--- src/rtl/core/ptw_pkg.sv ---
package ptw_pkg;

   localparam int WORDS_PER_FRAME = 1024;
   localparam int IDX_BITS = 10;
   localparam int OFFSET_BITS = 12;
   localparam int FRAME_NUM_BITS = 20;
   localparam int PC_BITS = 5;

   // Flags written into a directory entry that links a fresh table: present, write, user
   localparam logic [OFFSET_BITS-1:0] TABLE_LINK_FLAGS = 12'h007;

   // Word index of the current-directory register on the control port
   localparam logic CSR_IDX_CUR_DIR = 1'b0;

   typedef enum logic [1:0] {
      OP_MAP    = 2'd0,
      OP_UNMAP  = 2'd1,
      OP_LOOKUP = 2'd2,
      OP_NONE   = 2'd3
   } opcode_type;

   typedef enum logic [1:0] {
      SEQ_CLEAR,
      SEQ_IDLE,
      SEQ_RUN
   } seq_state_type;

   typedef enum logic [1:0] {
      FRM_DIR,
      FRM_CUR,
      FRM_TABLE,
      FRM_SPARE
   } frame_sel_type;

   typedef enum logic [1:0] {
      IDX_DIR,
      IDX_TAB,
      IDX_CNT
   } idx_sel_type;

   typedef enum logic [1:0] {
      WD_ZERO,
      WD_LINK,
      WD_ENTRY
   } wdata_sel_type;

   typedef enum logic [2:0] {
      RES_HOLD,
      RES_SET_PRESENT,
      RES_SET_CREATED,
      RES_OLD_FRAME,
      RES_TRANSLATE
   } res_sel_type;

   typedef enum logic [2:0] {
      JC_NONE,
      JC_ALWAYS,
      JC_RD_PRESENT,
      JC_RD_ABSENT,
      JC_CNT_MORE
   } jump_cond_type;

   typedef struct packed {
      logic                 mem_rd;
      logic                 mem_wr;
      frame_sel_type        frame_sel;
      idx_sel_type          idx_sel;
      wdata_sel_type        wdata_sel;
      logic                 latch_de;
      res_sel_type          res_sel;
      logic                 cnt_inc;
      jump_cond_type        jump_cond;
      logic [PC_BITS-1:0]   jump_target;
      logic                 emit;
   } ctl_word_type;

   typedef struct packed {
      ctl_word_type ctl;
      logic         start;
      logic         sweeping;
   } seq_ctl_type;

   typedef struct packed {
      logic rd_present;
      logic cnt_more;
      logic sweep_last;
   } dp_status_type;

   // Program step addresses
   localparam logic [PC_BITS-1:0] PC_MAP_READ     = 5'd0;
   localparam logic [PC_BITS-1:0] PC_MAP_TEST     = 5'd1;
   localparam logic [PC_BITS-1:0] PC_MAP_CLEAR    = 5'd2;
   localparam logic [PC_BITS-1:0] PC_MAP_LINK     = 5'd3;
   localparam logic [PC_BITS-1:0] PC_MAP_REREAD   = 5'd4;
   localparam logic [PC_BITS-1:0] PC_MAP_HIT      = 5'd5;
   localparam logic [PC_BITS-1:0] PC_MAP_LATCH    = 5'd6;
   localparam logic [PC_BITS-1:0] PC_MAP_WRITE    = 5'd7;
   localparam logic [PC_BITS-1:0] PC_UNMAP_READ   = 5'd8;
   localparam logic [PC_BITS-1:0] PC_UNMAP_TEST   = 5'd9;
   localparam logic [PC_BITS-1:0] PC_UNMAP_PTE    = 5'd10;
   localparam logic [PC_BITS-1:0] PC_UNMAP_CLEAR  = 5'd11;
   localparam logic [PC_BITS-1:0] PC_LOOKUP_READ  = 5'd12;
   localparam logic [PC_BITS-1:0] PC_LOOKUP_TEST  = 5'd13;
   localparam logic [PC_BITS-1:0] PC_LOOKUP_PTE   = 5'd14;
   localparam logic [PC_BITS-1:0] PC_LOOKUP_XLATE = 5'd15;
   localparam logic [PC_BITS-1:0] PC_EMIT         = 5'd16;

   function automatic logic [PC_BITS-1:0] entry_point(input opcode_type op);
      logic [PC_BITS-1:0] pc;
      case (op)
         OP_MAP:    pc = PC_MAP_READ;
         OP_UNMAP:  pc = PC_UNMAP_READ;
         OP_LOOKUP: pc = PC_LOOKUP_READ;
         default:   pc = PC_EMIT;
      endcase
      return pc;
   endfunction

   function automatic ctl_word_type ucode_rom(input logic [PC_BITS-1:0] pc);
      ctl_word_type w;
      w = '0;
      case (pc)
         PC_MAP_READ: begin
            w.mem_rd = 1'b1;
            w.frame_sel = FRM_DIR;
            w.idx_sel = IDX_DIR;
         end
         PC_MAP_TEST: begin
            w.jump_cond = JC_RD_PRESENT;
            w.jump_target = PC_MAP_HIT;
         end
         PC_MAP_CLEAR: begin
            w.mem_wr = 1'b1;
            w.frame_sel = FRM_SPARE;
            w.idx_sel = IDX_CNT;
            w.wdata_sel = WD_ZERO;
            w.cnt_inc = 1'b1;
            w.jump_cond = JC_CNT_MORE;
            w.jump_target = PC_MAP_CLEAR;
         end
         PC_MAP_LINK: begin
            w.mem_wr = 1'b1;
            w.frame_sel = FRM_DIR;
            w.idx_sel = IDX_DIR;
            w.wdata_sel = WD_LINK;
            w.res_sel = RES_SET_CREATED;
         end
         PC_MAP_REREAD: begin
            w.mem_rd = 1'b1;
            w.frame_sel = FRM_DIR;
            w.idx_sel = IDX_DIR;
            w.jump_cond = JC_ALWAYS;
            w.jump_target = PC_MAP_LATCH;
         end
         PC_MAP_HIT: begin
            w.mem_rd = 1'b1;
            w.frame_sel = FRM_DIR;
            w.idx_sel = IDX_DIR;
            w.res_sel = RES_SET_PRESENT;
         end
         PC_MAP_LATCH: begin
            w.latch_de = 1'b1;
         end
         PC_MAP_WRITE: begin
            w.mem_wr = 1'b1;
            w.frame_sel = FRM_TABLE;
            w.idx_sel = IDX_TAB;
            w.wdata_sel = WD_ENTRY;
            w.jump_cond = JC_ALWAYS;
            w.jump_target = PC_EMIT;
         end
         PC_UNMAP_READ: begin
            w.mem_rd = 1'b1;
            w.frame_sel = FRM_CUR;
            w.idx_sel = IDX_DIR;
         end
         PC_UNMAP_TEST: begin
            w.latch_de = 1'b1;
            w.jump_cond = JC_RD_ABSENT;
            w.jump_target = PC_EMIT;
         end
         PC_UNMAP_PTE: begin
            w.mem_rd = 1'b1;
            w.frame_sel = FRM_TABLE;
            w.idx_sel = IDX_TAB;
            w.res_sel = RES_SET_PRESENT;
         end
         PC_UNMAP_CLEAR: begin
            w.mem_wr = 1'b1;
            w.frame_sel = FRM_TABLE;
            w.idx_sel = IDX_TAB;
            w.wdata_sel = WD_ZERO;
            w.res_sel = RES_OLD_FRAME;
            w.jump_cond = JC_ALWAYS;
            w.jump_target = PC_EMIT;
         end
         PC_LOOKUP_READ: begin
            w.mem_rd = 1'b1;
            w.frame_sel = FRM_DIR;
            w.idx_sel = IDX_DIR;
         end
         PC_LOOKUP_TEST: begin
            w.latch_de = 1'b1;
            w.jump_cond = JC_RD_ABSENT;
            w.jump_target = PC_EMIT;
         end
         PC_LOOKUP_PTE: begin
            w.mem_rd = 1'b1;
            w.frame_sel = FRM_TABLE;
            w.idx_sel = IDX_TAB;
         end
         PC_LOOKUP_XLATE: begin
            w.res_sel = RES_TRANSLATE;
         end
         PC_EMIT: begin
            w.emit = 1'b1;
         end
         default: begin
            w.emit = 1'b1;
         end
      endcase
      return w;
   endfunction

endpackage

--- src/rtl/core/ptw_sequencer.sv ---
module ptw_sequencer
   import ptw_pkg::*;
(
   input  logic          clock,
   input  logic          reset,
   input  logic          req_valid,
   input  logic [1:0]    req_opcode,
   input  logic          out_free,
   input  dp_status_type status,
   output logic          req_stall,
   output seq_ctl_type   seq_ctl
);

   seq_state_type      state_ff, state_in;
   logic [PC_BITS-1:0] pc_ff, pc_in;
   ctl_word_type       word;
   logic               taken;

   always_ff @(posedge clock) begin
      if (reset) begin
         state_ff <= SEQ_CLEAR;
         pc_ff <= '0;
      end else begin
         state_ff <= state_in;
         pc_ff <= pc_in;
      end
   end

   always_comb begin
      state_in = state_ff;
      pc_in = pc_ff;
      req_stall = 1'b1;
      seq_ctl = '0;
      word = ucode_rom(pc_ff);
      taken = 1'b0;
      case (word.jump_cond)
         JC_NONE:       taken = 1'b0;
         JC_ALWAYS:     taken = 1'b1;
         JC_RD_PRESENT: taken = status.rd_present;
         JC_RD_ABSENT:  taken = !status.rd_present;
         JC_CNT_MORE:   taken = status.cnt_more;
         default:       taken = 1'b0;
      endcase
      case (state_ff)
         SEQ_CLEAR: begin
            seq_ctl.sweeping = 1'b1;
            if (status.sweep_last) begin
               state_in = SEQ_IDLE;
            end
         end
         SEQ_IDLE: begin
            req_stall = 1'b0;
            if (req_valid) begin
               seq_ctl.start = 1'b1;
               pc_in = entry_point(opcode_type'(req_opcode));
               state_in = SEQ_RUN;
            end
         end
         SEQ_RUN: begin
            // hold on the emit step until the output register frees up
            if (!(word.emit && !out_free)) begin
               seq_ctl.ctl = word;
               if (word.emit) begin
                  state_in = SEQ_IDLE;
               end else if (taken) begin
                  pc_in = word.jump_target;
               end else begin
                  pc_in = pc_ff + 1'b1;
               end
            end
         end
         default: begin
            state_in = SEQ_CLEAR;
         end
      endcase
   end

endmodule

--- config.mk ---
export PLATFORM = sky130hd
export DESIGN_NAME = ptw_sequencer
export DESIGN_NICKNAME = d
export VERILOG_FILES = /design/src/rtl/core/ptw_pkg.sv /design/src/rtl/core/ptw_sequencer.sv
export SDC_FILE = /design/constraint.sdc
export NUM_CORES = 1
export LEC_CHECK = 0
export ABC_AREA = 1
export BUFFER_PORTS_ARGS = -buffer_cell sky130_fd_sc_hd__clkbuf_2
export CORE_MARGIN = 3
export CORE_UTILIZATION = 53
export DETAILED_ROUTE_END_ITERATION = 10
export GPL_ROUTABILITY_DRIVEN = 0
export HOLD_SLACK_MARGIN = 0.12
export MAX_ROUTING_LAYER = met4
export PLACE_DENSITY = 0.91
export SLEW_MARGIN = 15
export SYNTH_ARGS = -nofsm -noshare
export SYNTH_HDL_FRONTEND = slang
export SYNTH_SLANG_ARGS = --single-unit
--- constraint.sdc ---
create_clock -name clock -period 4.3 [get_ports clock]
set_input_delay 0 -clock clock [delete_from_list [all_inputs] [get_ports clock]]
set_output_delay 0 -clock clock [all_outputs]
set_load 0.005 [all_outputs]
# Word-level counts from Yosys, hierarchy flattened
# Cells that the tools add are included.
classes:
  n_reduce_logical: 17
  order_cmp: 0
  n_div: 0
  addsub: 1
  n_eq_ne: 28
  muxes: 27
  shift: 0
  mul: 0
  bitwise: 0
op_table:
  columns: ["cell", "n"]
  rows:
  - ["22-bit 2-to-1 mux", 2]
  - ["5-bit by 4-bit equality test with 1-bit output, second input constant", 8]
  - ["8-bit one-hot mux with 5 select lines", 1]
  - ["5-bit by 3-bit equality test with 1-bit output, second input constant", 4]
  - ["5-bit 2-to-1 mux", 4]
  - ["16-bit OR reduction", 1]
  - ["5-bit one-hot mux with 3 select lines", 1]
  - ["3-bit one-hot mux with 4 select lines", 1]
  - ["4-bit one-hot mux with 3 select lines", 1]
  - ["5-bit by 2-bit equality test with 1-bit output, second input constant", 2]
  - ["2-bit inequality test, second input constant", 5]
  - ["5-bit one-hot mux with 2 select lines", 1]
  - ["1-bit 2-to-1 mux", 9]
  - ["2-bit 2-to-1 mux", 4]
  - ["4-bit AND reduction", 2]
  - ["4-bit OR reduction", 2]
  - ["7-bit OR reduction", 1]
  - ["3-bit by 2-bit equality test with 1-bit output, second input constant", 2]
  - ["2-bit one-hot mux with 3 select lines", 1]
  - ["2-bit OR reduction", 3]
  - ["5-bit by 1-bit adder with 5-bit output, second input constant", 1]
  - ["5-bit by 1-bit equality test with 1-bit output, second input constant", 1]
  - ["5-bit logical NOT", 1]
  - ["2-bit by 1-bit equality test with 1-bit output, second input constant", 2]
  - ["other kinds (10)", 13]
totals:
  latch_bits: 0
  memories: 0
  word_cells: 75
  ramBits: 0
  rom_bits: 0
  ff_bits: 7
  in_bits: 9
  out_inout_bits: 25

# Logic depth before layout (Yosys ltp)
# Gate-level depths: netlist of run 1.
depth:
  word_depth: 9
  mapped_depth: 13
  ltp_nobuf: 13

# Worst setup path after synthesis of run 1
# No wires, ideal clock.
synth_timing:
  kind: "reg-to-reg"
  startpoint: "register pc_ff[0]"
  endpoint: "register pc_ff[2]"
  setup_ns: 0.120
  path_slack_ns: 2.703
  synth_period_minus_slack_ns: 1.597
  t_required_ns: 4.180
  stages_incl_launch_ff: 13
  path_buffers: 0
  t_arrival_ns: 1.477
  path_cell_list: "dfxtp_1 -> ha_1 -> inv_1 -> nor2_1 -> ha_1 -> inv_1 -> nand3_1 -> nor2_1 -> nand2_2 -> nand2_4 -> nand2_1 -> o21ai_0 -> a21oi_1"
synth_via:
  elab_chain_len: 9
  elab_cells_between_ends: 35
  cone_classes: "add/sub: 1; eq/ne: 21; mux: 7; reduce/logical: 6"
synth_lines:
  columns: ["element", "line", "text"]
  rows:
  - ["start, declared", "ptw_sequencer.sv:15", "logic [PC_BITS-1:0] pc_ff, pc_in;"]
  - ["start signal, assigned", "ptw_sequencer.sv:25", "pc_ff <= pc_in;"]
  - ["5-bit by 4-bit equality test with 1-bit output / 5-bit by 3-bit equality test with 1-bit output (equally long branches)", "ptw_pkg.sv:122", "case (pc)"]
  - ["2-bit OR reduction (no source line)", null, null]
  - ["8-bit one-hot mux with 5 select lines", "ptw_pkg.sv:122", null]
  - ["3-bit equality test (tied with other cells)", "ptw_sequencer.sv:36", "case (word.jump_cond)"]
  - ["1-bit one-hot mux with 4 select lines", "ptw_sequencer.sv:36", null]
  - ["5-bit 2-to-1 mux", "ptw_sequencer.sv:65", "end else if (taken) begin"]
  - ["5-bit 2-to-1 mux", "ptw_sequencer.sv:63", "if (word.emit) begin"]
  - ["5-bit 2-to-1 mux", "ptw_sequencer.sv:61", "if (!(word.emit && !out_free)) begin"]
  - ["5-bit one-hot mux with 2 select lines", "ptw_sequencer.sv:44", "case (state_ff)"]
# Several ways; a longest one is shown, not always the timed one. The select of a mux whose other input is x is not followed.
# A chain may end at the register's enable or synchronous reset.

==> flow_metrics.tcl, run 1 <==
set metrics [dict create \
    status "completed" \
    syn_to_final_growth_pct 20.3 \
    die_area_mm2 0.00235 \
    syn_nets 177 \
    clockRootBuffer "clkbuf_4" \
    cts_setup_buffers 0 \
    drc 0 \
    regArea_um2 140 \
    yosys.area_share.simple 0.418 \
    synth_ff_type "dfxtp_1" \
    hold_violations 0 \
    netlist.area_leader.share 0.146 \
    synth_cell_types 27 \
    syn_area_um2 957 \
    clock_latency_ns 0.25 \
    antenna_left 0 \
    htreeDepth 1 \
    vias_per_cell 5.34 \
    grt_pass1_vias 1032 \
    final_net_count 210 \
    synth_area_leaders "dfxtp_1 (15%), nand2_1 (11%), inv_1 (11%)" \
    initial_core_util 0.600 \
    vias 1158 \
    async_flop_share 0 \
    grt_pass1_wl_um 4260 \
    maxSlewHeadroom 0.467 \
    final.setup.tns_ns 0 \
    setup_slack_ns 2.16 \
    wl_per_cell_um 11.7 \
    fmax_ghz 0.468 \
    hold_path.class "primary input to flip-flop" \
    rows 14 \
    dp_slack_ns 2.34 \
    antenna_found_initial 0 \
    path_clk_slew_ns 0.05 \
    cts.sinks 7 \
    cp_common_cell "inv_1" \
    crit_slowest_cell "nor2_1" \
    ctsLongestPathBuffers 2 \
    tightest_slew_ns 0.797 \
    cp_cell_sequence "inv_1, nor2_1, inv_1, a21oi_1, clkbuf_2" \
    slew_viol_final 0 \
    synth-edff-count 0 \
    fin_crit_ns 2.14 \
    cellLeakagePower_nw 0.643 \
    critPathLaunchType "flip-flop" \
    power.density_mw_per_mm2 230 \
    multiInputGateArea_um2 654 \
    final-setup-viol-count 0 \
    finalCritPeriodShare 0.497 \
    ys_warn_count 0 \
    hpwl_um 2050 \
    grt.total_usage 0.230 \
    antenna_cells 0 \
    synth.area.mux_share 0 \
    drv_cap 0 \
    overflow 0 \
    numCtsBuffers 3 \
    cts_tree "yes" \
    io_pins 34 \
    crit_path_max_fanout 15 \
    critical_path.endpoint_type "primary output" \
    grt_start_max_net_pins 16 \
    crit_buf_inv 3 \
    ir_worst_vdd_mv 0.180 \
    die_x_um 48.5 \
    slowest_delay_ns 0.61 \
    synth_top_family_by_area "simple AND/OR/NAND/NOR gates" \
    avgSynthCellArea_um2 5.95 \
    required_ns 4.30 \
    dr.pass1.iters 4 \
    reg2reg_slack_ns 2.30 \
    syn_inst 161 \
    layout-drive-gt1-share 0.275 \
    synth-compound-area-share 0.152 \
    ys_seq_area_frac 0.146 \
    placeableCoreArea_mm2 0.00159 \
    io_buffers 32 \
    routed_wl_um 2550 \
    fillCellCount 133 \
    die-height_um 48.5 \
    synthAdderAreaFrac 0.0915 \
    synth-seq-cells 7 \
    drt_iter0_drc 37 \
    synth_common_cells "nand2_1 (29), inv_1 (28), nor2_1 (22)" \
    cpLargestDelayFamily "buffers and inverters" \
    netlist.top_cell.by_area "dfxtp_1" \
    critPathArrivalTime_ns 2.14 \
    synth_most_common_cell "nand2_1" \
    path_class "flip-flop to primary output" \
    rsz0062_at_grt "no" \
    fin_worst_skew_ns 0.00582 \
    synthXorXnorAreaFrac 0.0183 \
]
[cells in the final DEF, fill, tap and decap left out, types with 3 or more instances in the layout]
cell type / count
a21oi_1: 12
clkbuf_2: 32
clkbuf_4: 3
dfxtp_1: 7
ha_1: 7
inv_1: 28
inv_2: 4
nand2_1: 29
nand2_2: 5
nand3_1: 13
nand4_1: 5
nor2_1: 22
nor2_2: 3
o21ai_0: 5
[registers in the layout (all words and copies together), names as in the netlist]
signal,count
pc_ff,5
state_ff,2
[layer usage]
| layer | vias up | track usage | wire length (µm) |
|---|---|---|---|
| met4 | 0 | 0.0758 | 22 |
| met1 | 525 | 0.266 | 1060 |
| met5 | - | - | 0 |
| li1 | 569 | - | - |
| met2 | 60 | 0.394 | 1270 |
| met3 | 4 | 0.0521 | 197 |
[cell type report]
type | instances | share of cell area
Clock buffer | 4 | 0.0228
Inverter | 32 | 0.104
Multi-Input combinational cell | 116 | 0.568
Sequential cell | 7 | 0.122
Tap cell | 24 | 0.0261
Timing Repair Buffer | 34 | 0.157
[path summary, 6_finish.rpt]
path / startpoint / endpoint / cells past startpoint
max: state_ff[1]$_SDFFE_PP0P_ / seq_ctl[15] / 5
min: out_free / state_ff[0]$_SDFFE_PP0P_ / 5
max reg2reg: state_ff[1]$_SDFFE_PP0P_ / pc_ff[2]$_SDFFE_PP0P_ / 5
min reg2reg: state_ff[0]$_SDFFE_PP0P_ / state_ff[0]$_SDFFE_PP0P_ / 2
[tightest hold or removal path: stages]
cell      delay (ns)
clkbuf_2        0.09
nor2_1          0.04
nand2_1         0.04
nand3_1         0.09
a21oi_1         0.13
[repair_timing]
item	in CTS	in global routing
resized for setup	0	0
hold endpoints to repair	5	0
hold buffers	2	0
endpoints found under the setup margin	0	0
[power breakdown]
part	internal [mW]	switching [mW]
combinational	0.0425	0.0762
clock	0.0354	0.0236
sequential	0.0726	0.0143
[metrics by stage]
stage / cell area, µm² / std cells / hold WS, ns / util / total power [mW]
final: 1150 / 217 / 0.180 / 0.722 / 0.264
after global routing: 1150 / 217 / 0.200 / 0.722 / 0.287
after CTS: 1150 / 217 / 0.172 / 0.722 / 0.264
after detailed placement: 1100 / 211 / 0.225 / 0.693 / 0.204
after global placement: 1100 / 211 / 0.217 / 0.693 / 0.198
after floorplan: 957 / 161 / 0.0691 / - / 0.178
[logic make-up (layout without fill, tap and decap cells)]
logic type,after synthesis,after routing
other cells,1,1
compound gates,24,24
buf+inv,38,70
fa+ha+maj,7,7
simple gates,82,82
xor+xnor,2,2
flops,7,7
Power figures use the tool's default switching activity.
==> inputs of run 2 (changes only) <==
--- a/config.mk
+++ b/config.mk
@@ -5,15 +5,15 @@
 export SDC_FILE = /design/constraint.sdc
 export NUM_CORES = 1
 export LEC_CHECK = 0
-export ABC_AREA = 1
+export ABC_AREA = 0
 export BUFFER_PORTS_ARGS = -buffer_cell sky130_fd_sc_hd__clkbuf_2
 export CORE_MARGIN = 3
-export CORE_UTILIZATION = 53
+export CORE_UTILIZATION = 46
 export DETAILED_ROUTE_END_ITERATION = 10
 export GPL_ROUTABILITY_DRIVEN = 0
 export HOLD_SLACK_MARGIN = 0.12
 export MAX_ROUTING_LAYER = met4
-export PLACE_DENSITY = 0.91
+export PLACE_DENSITY = 0.83
 export SLEW_MARGIN = 15
 export SYNTH_ARGS = -nofsm -noshare
 export SYNTH_HDL_FRONTEND = slang
==> constraint.sdc (replaced) <==
create_clock -name clock -period 1.8 [get_ports clock]
set_input_delay 0 -clock clock [delete_from_list [all_inputs] [get_ports clock]]
set_output_delay 0 -clock clock [all_outputs]
set_load 0.005 [all_outputs]
==> run 2 against run 1 <==
Against the previous run: the run now ends with setup timing left; highest routed layer unchanged; clock skew decreased by 0.0023 ns; largest power group unchanged; non-clock buffer count increased by 42; via count increased by 23%; worst setup slack got worse by 2.5 ns; power increased to 3.2 times the previous value; register-to-register slack got worse by 2.6 ns; synthesized area increased by 10%; clock power increased to 2.7 times the previous value; design area increased by 57%; sequential power increased by 130%; worst hold slack improved by 0.048 ns; die area increased by 23%.
==> flow_metrics.tcl, run 2 <==
set metrics [dict create \
    hpwl_um 2620 \
    grt.total_usage 0.355 \
    overflow 0 \
    critPathLaunchType "flip-flop" \
    layout_commonest_cell "buf_4" \
    p_int_mw 0.481 \
    synth_most_common_cell "nor2_1" \
    clock_latency_ns 0.27 \
    die_x_um 53.9 \
    ctsLongestPathBuffers 2 \
    power.switching_mw 0.362 \
    synth_area_leaders "dfxtp_1 (13%), ha_1 (8.3%), nor2_1 (7.5%)" \
    synth.area.mux_share 0.0487 \
    synth_common_cells "nor2_1 (21), inv_1 (10), a21oi_1 (7), dfxtp_1 (7), ha_1 (7)" \
    syn_area_mm2 0.00105 \
    violations "setup timing" \
    synth_ff_type "dfxtp_1" \
    crit_path_max_fanout 5 \
    die_area_mm2 0.00290 \
    rsz0062_at_grt "yes" \
    async_flop_share 0 \
    yosys.area_share.simple 0.316 \
    avgSynthCellArea_um2 7.75 \
    routed_wl_um 4600 \
    numCtsBuffers 3 \
    power.share.clock 0.187 \
    fin_crit_ns 2.12 \
    antenna_left 0 \
    setup_slack_ns -0.322 \
    reg.largest.list "pc_ff x5, state_ff x2" \
    clockRootBuffer "clkbuf_4" \
    synthAdderAreaFrac 0.0831 \
    final_net_count 221 \
    fin_worst_skew_ns 0.00351 \
    antenna_found_initial 0 \
    netlist.area_leader.share 0.133 \
    critical_path.endpoint_type "primary output" \
    synth-edff-count 0 \
    drt_iter0_drc 76 \
    syn_nets 152 \
    crit_buf_inv 2 \
    final-setup-viol-count 25 \
    cpLargestDelayFamily "simple AND/OR/NAND/NOR gates" \
    largest_reg_flops 5 \
    fin_area_mm2 0.00181 \
    cellLeakagePower_nw 0.757 \
    rows 16 \
    syn_inst 136 \
    layout_common_cells "buf_4 (33), clkbuf_2 (26), nor2_1 (17)" \
    synth_top_family_by_area "simple AND/OR/NAND/NOR gates" \
    wl_per_cell_um 19.9 \
    layout.cells.non_filler 231 \
    htreeDepth 1 \
    regMostFlops "pc_ff" \
    swShare 0.429 \
    design_power_total_mw 0.843 \
    hold_violations 0 \
    vias_per_cell 6.19 \
    ys_warn_count 0 \
    drv_cap 0 \
    post_dp_cell_area_mm2 0.00148 \
    required_ns 1.80 \
    netlist.top_cell.by_area "dfxtp_1" \
    io_buffers 32 \
    antenna_cells 0 \
    vias 1430 \
    cp_cell_sequence "buf_6, ha_4, and3_4, ha_4, nor3_4, nand2b_4, o21ai_4, nand2b_4, a21oi_2, clkbuf_2" \
    die-height_um 53.9 \
    grt_start_max_net_pins 11 \
    synthXorXnorAreaFrac 0.00831 \
    synth-compound-area-share 0.289 \
    io_pins 34 \
    grt_pass1_wl_um 6950 \
    finalCritPeriodShare 1.18 \
    layout-drive-gt1-share 0.627 \
    fmax_ghz 0.471 \
    path_clk_slew_ns 0.06 \
    placeableCoreArea_mm2 0.00206 \
    dp_slack_ns -0.141 \
    power.density_mw_per_mm2 466 \
    drc 0 \
    crit_slowest_cell "dfxtp_2" \
    comb_power_share 0.577 \
    slowest_delay_ns 0.33 \
    ir_worst_vdd_mv 0.418 \
    slew_viol_final 0 \
    dr.pass1.iters 5 \
    hold_path.class "primary input to flip-flop" \
    synth-seq-cells 7 \
    cts_tree "yes" \
    ys_seq_area_frac 0.133 \
    syn_to_final_growth_pct 72.0 \
    fillCellCount 103 \
    initial_core_util 0.511 \
    dp.cells 208 \
    cts.sinks 7 \
    critPathArrivalTime_ns 2.12 \
    power_frac_seq 0.236 \
    final_util 0.879 \
    status "complete, but fails checks" \
    path_class "flip-flop to primary output" \
    grt_pass1_vias 1371 \
    synth_cell_types 49 \
]
==> run 2: changes by cell type in the layout (fill, tap and decap cells not counted), sizes merged, moves of 9 or more <==
cell	change
buf	+48
nand2	-30
inv	-22
nand3	-14
nand2b	+9
==> run 2: worst paths after layout <==
| path | startpoint | endpoint | slack [ns] | cells past startpoint |
|---|---|---|---|---|
| hold reg to reg | pc_ff[0]$_SDFFE_PP0P_ | pc_ff[0]$_SDFFE_PP0P_ | 0.56 | 2 |
| setup / recovery | pc_ff[1]$_SDFFE_PP0P_ | seq_ctl[18] | -0.32 | 10 |
| hold / removal | req_valid | state_ff[1]$_SDFFE_PP0P_ | 0.23 | 5 |
| setup reg to reg | pc_ff[1]$_SDFFE_PP0P_ | pc_ff[0]$_SDFFE_PP0P_ | -0.30 | 11 |
==> run 2: cell families (layout without fill, tap and decap cells) <==
| kind of cell | after synthesis | after routing |
|---|---|---|
| AND/OR/NAND/NOR | 56 | 57 |
| AO/OA/AOI/OAI | 36 | 36 |
| buffers and inverters | 23 | 90 |
| adder cells (fa/ha/maj) | 7 | 7 |
| flip-flops | 7 | 7 |
| multiplexers | 5 | 5 |
| other | 1 | 1 |
| XOR/XNOR | 1 | 1 |
==> run 2: per-layer routing <==
| layer | track usage | share of wire |
|---|---|---|
| met3 | 0.0609 | 0.071 |
| met1 | 0.397 | 0.38 |
| met2 | 0.571 | 0.47 |
| met4 | 0.243 | 0.071 |
| met5 | - | 0 |
==> run 2: layout make-up <==
cell class	count	area, µm²	area share
timing repair buffer	76	538	0.297
inverter	10	40.0	0.0221
tap	27	33.8	0.0186
clock buffer	4	26.3	0.0145
multi-input combinational	107	1030	0.567
sequential	7	146	0.0808
==> run 2: tightest hold or removal path, delay by kind of cell <==
family	cells	cell delay, ns
compound gates	1	0.13
simple gates	2	0.17
buf+inv	2	0.14
==> run 2: through the flow <==
| stage | TNS, ns | hold slack [ns] |
|---|---|---|
| 6_report | -6.26 | 0.228 |
| 5_1_grt | -8.07 | 0.265 |
| 4_1_cts | -4.60 | 0.179 |
| 3_5_place_dp | -0.777 | 0.289 |
| 3_3_place_gp | -0.325 | 0.292 |
| 2_1_floorplan | -0.0107 | 0.132 |
==> run 2: what timing repair did <==
action / 4_1_cts / 5_1_grt
cloned: 1 / 0
endpoints found under the hold margin: 6 / 0
hold buffers: 2 / 0
gates resized for setup: 13 / 27
buffers inserted: 13 / 4
setup endpoints to repair: 24 / 27
pin swaps: 19 / 11
==> run 2: power by group through the flow <==
stage                     Sequential, mW  Clock (mW)  Combinational (mW)
after global placement             0.194           0               0.359
after floorplan                    0.186           0               0.269
final                              0.199       0.158               0.486
after CTS                          0.194       0.162               0.423
after detailed placement           0.195           0               0.374
after global routing               0.200       0.169               0.516
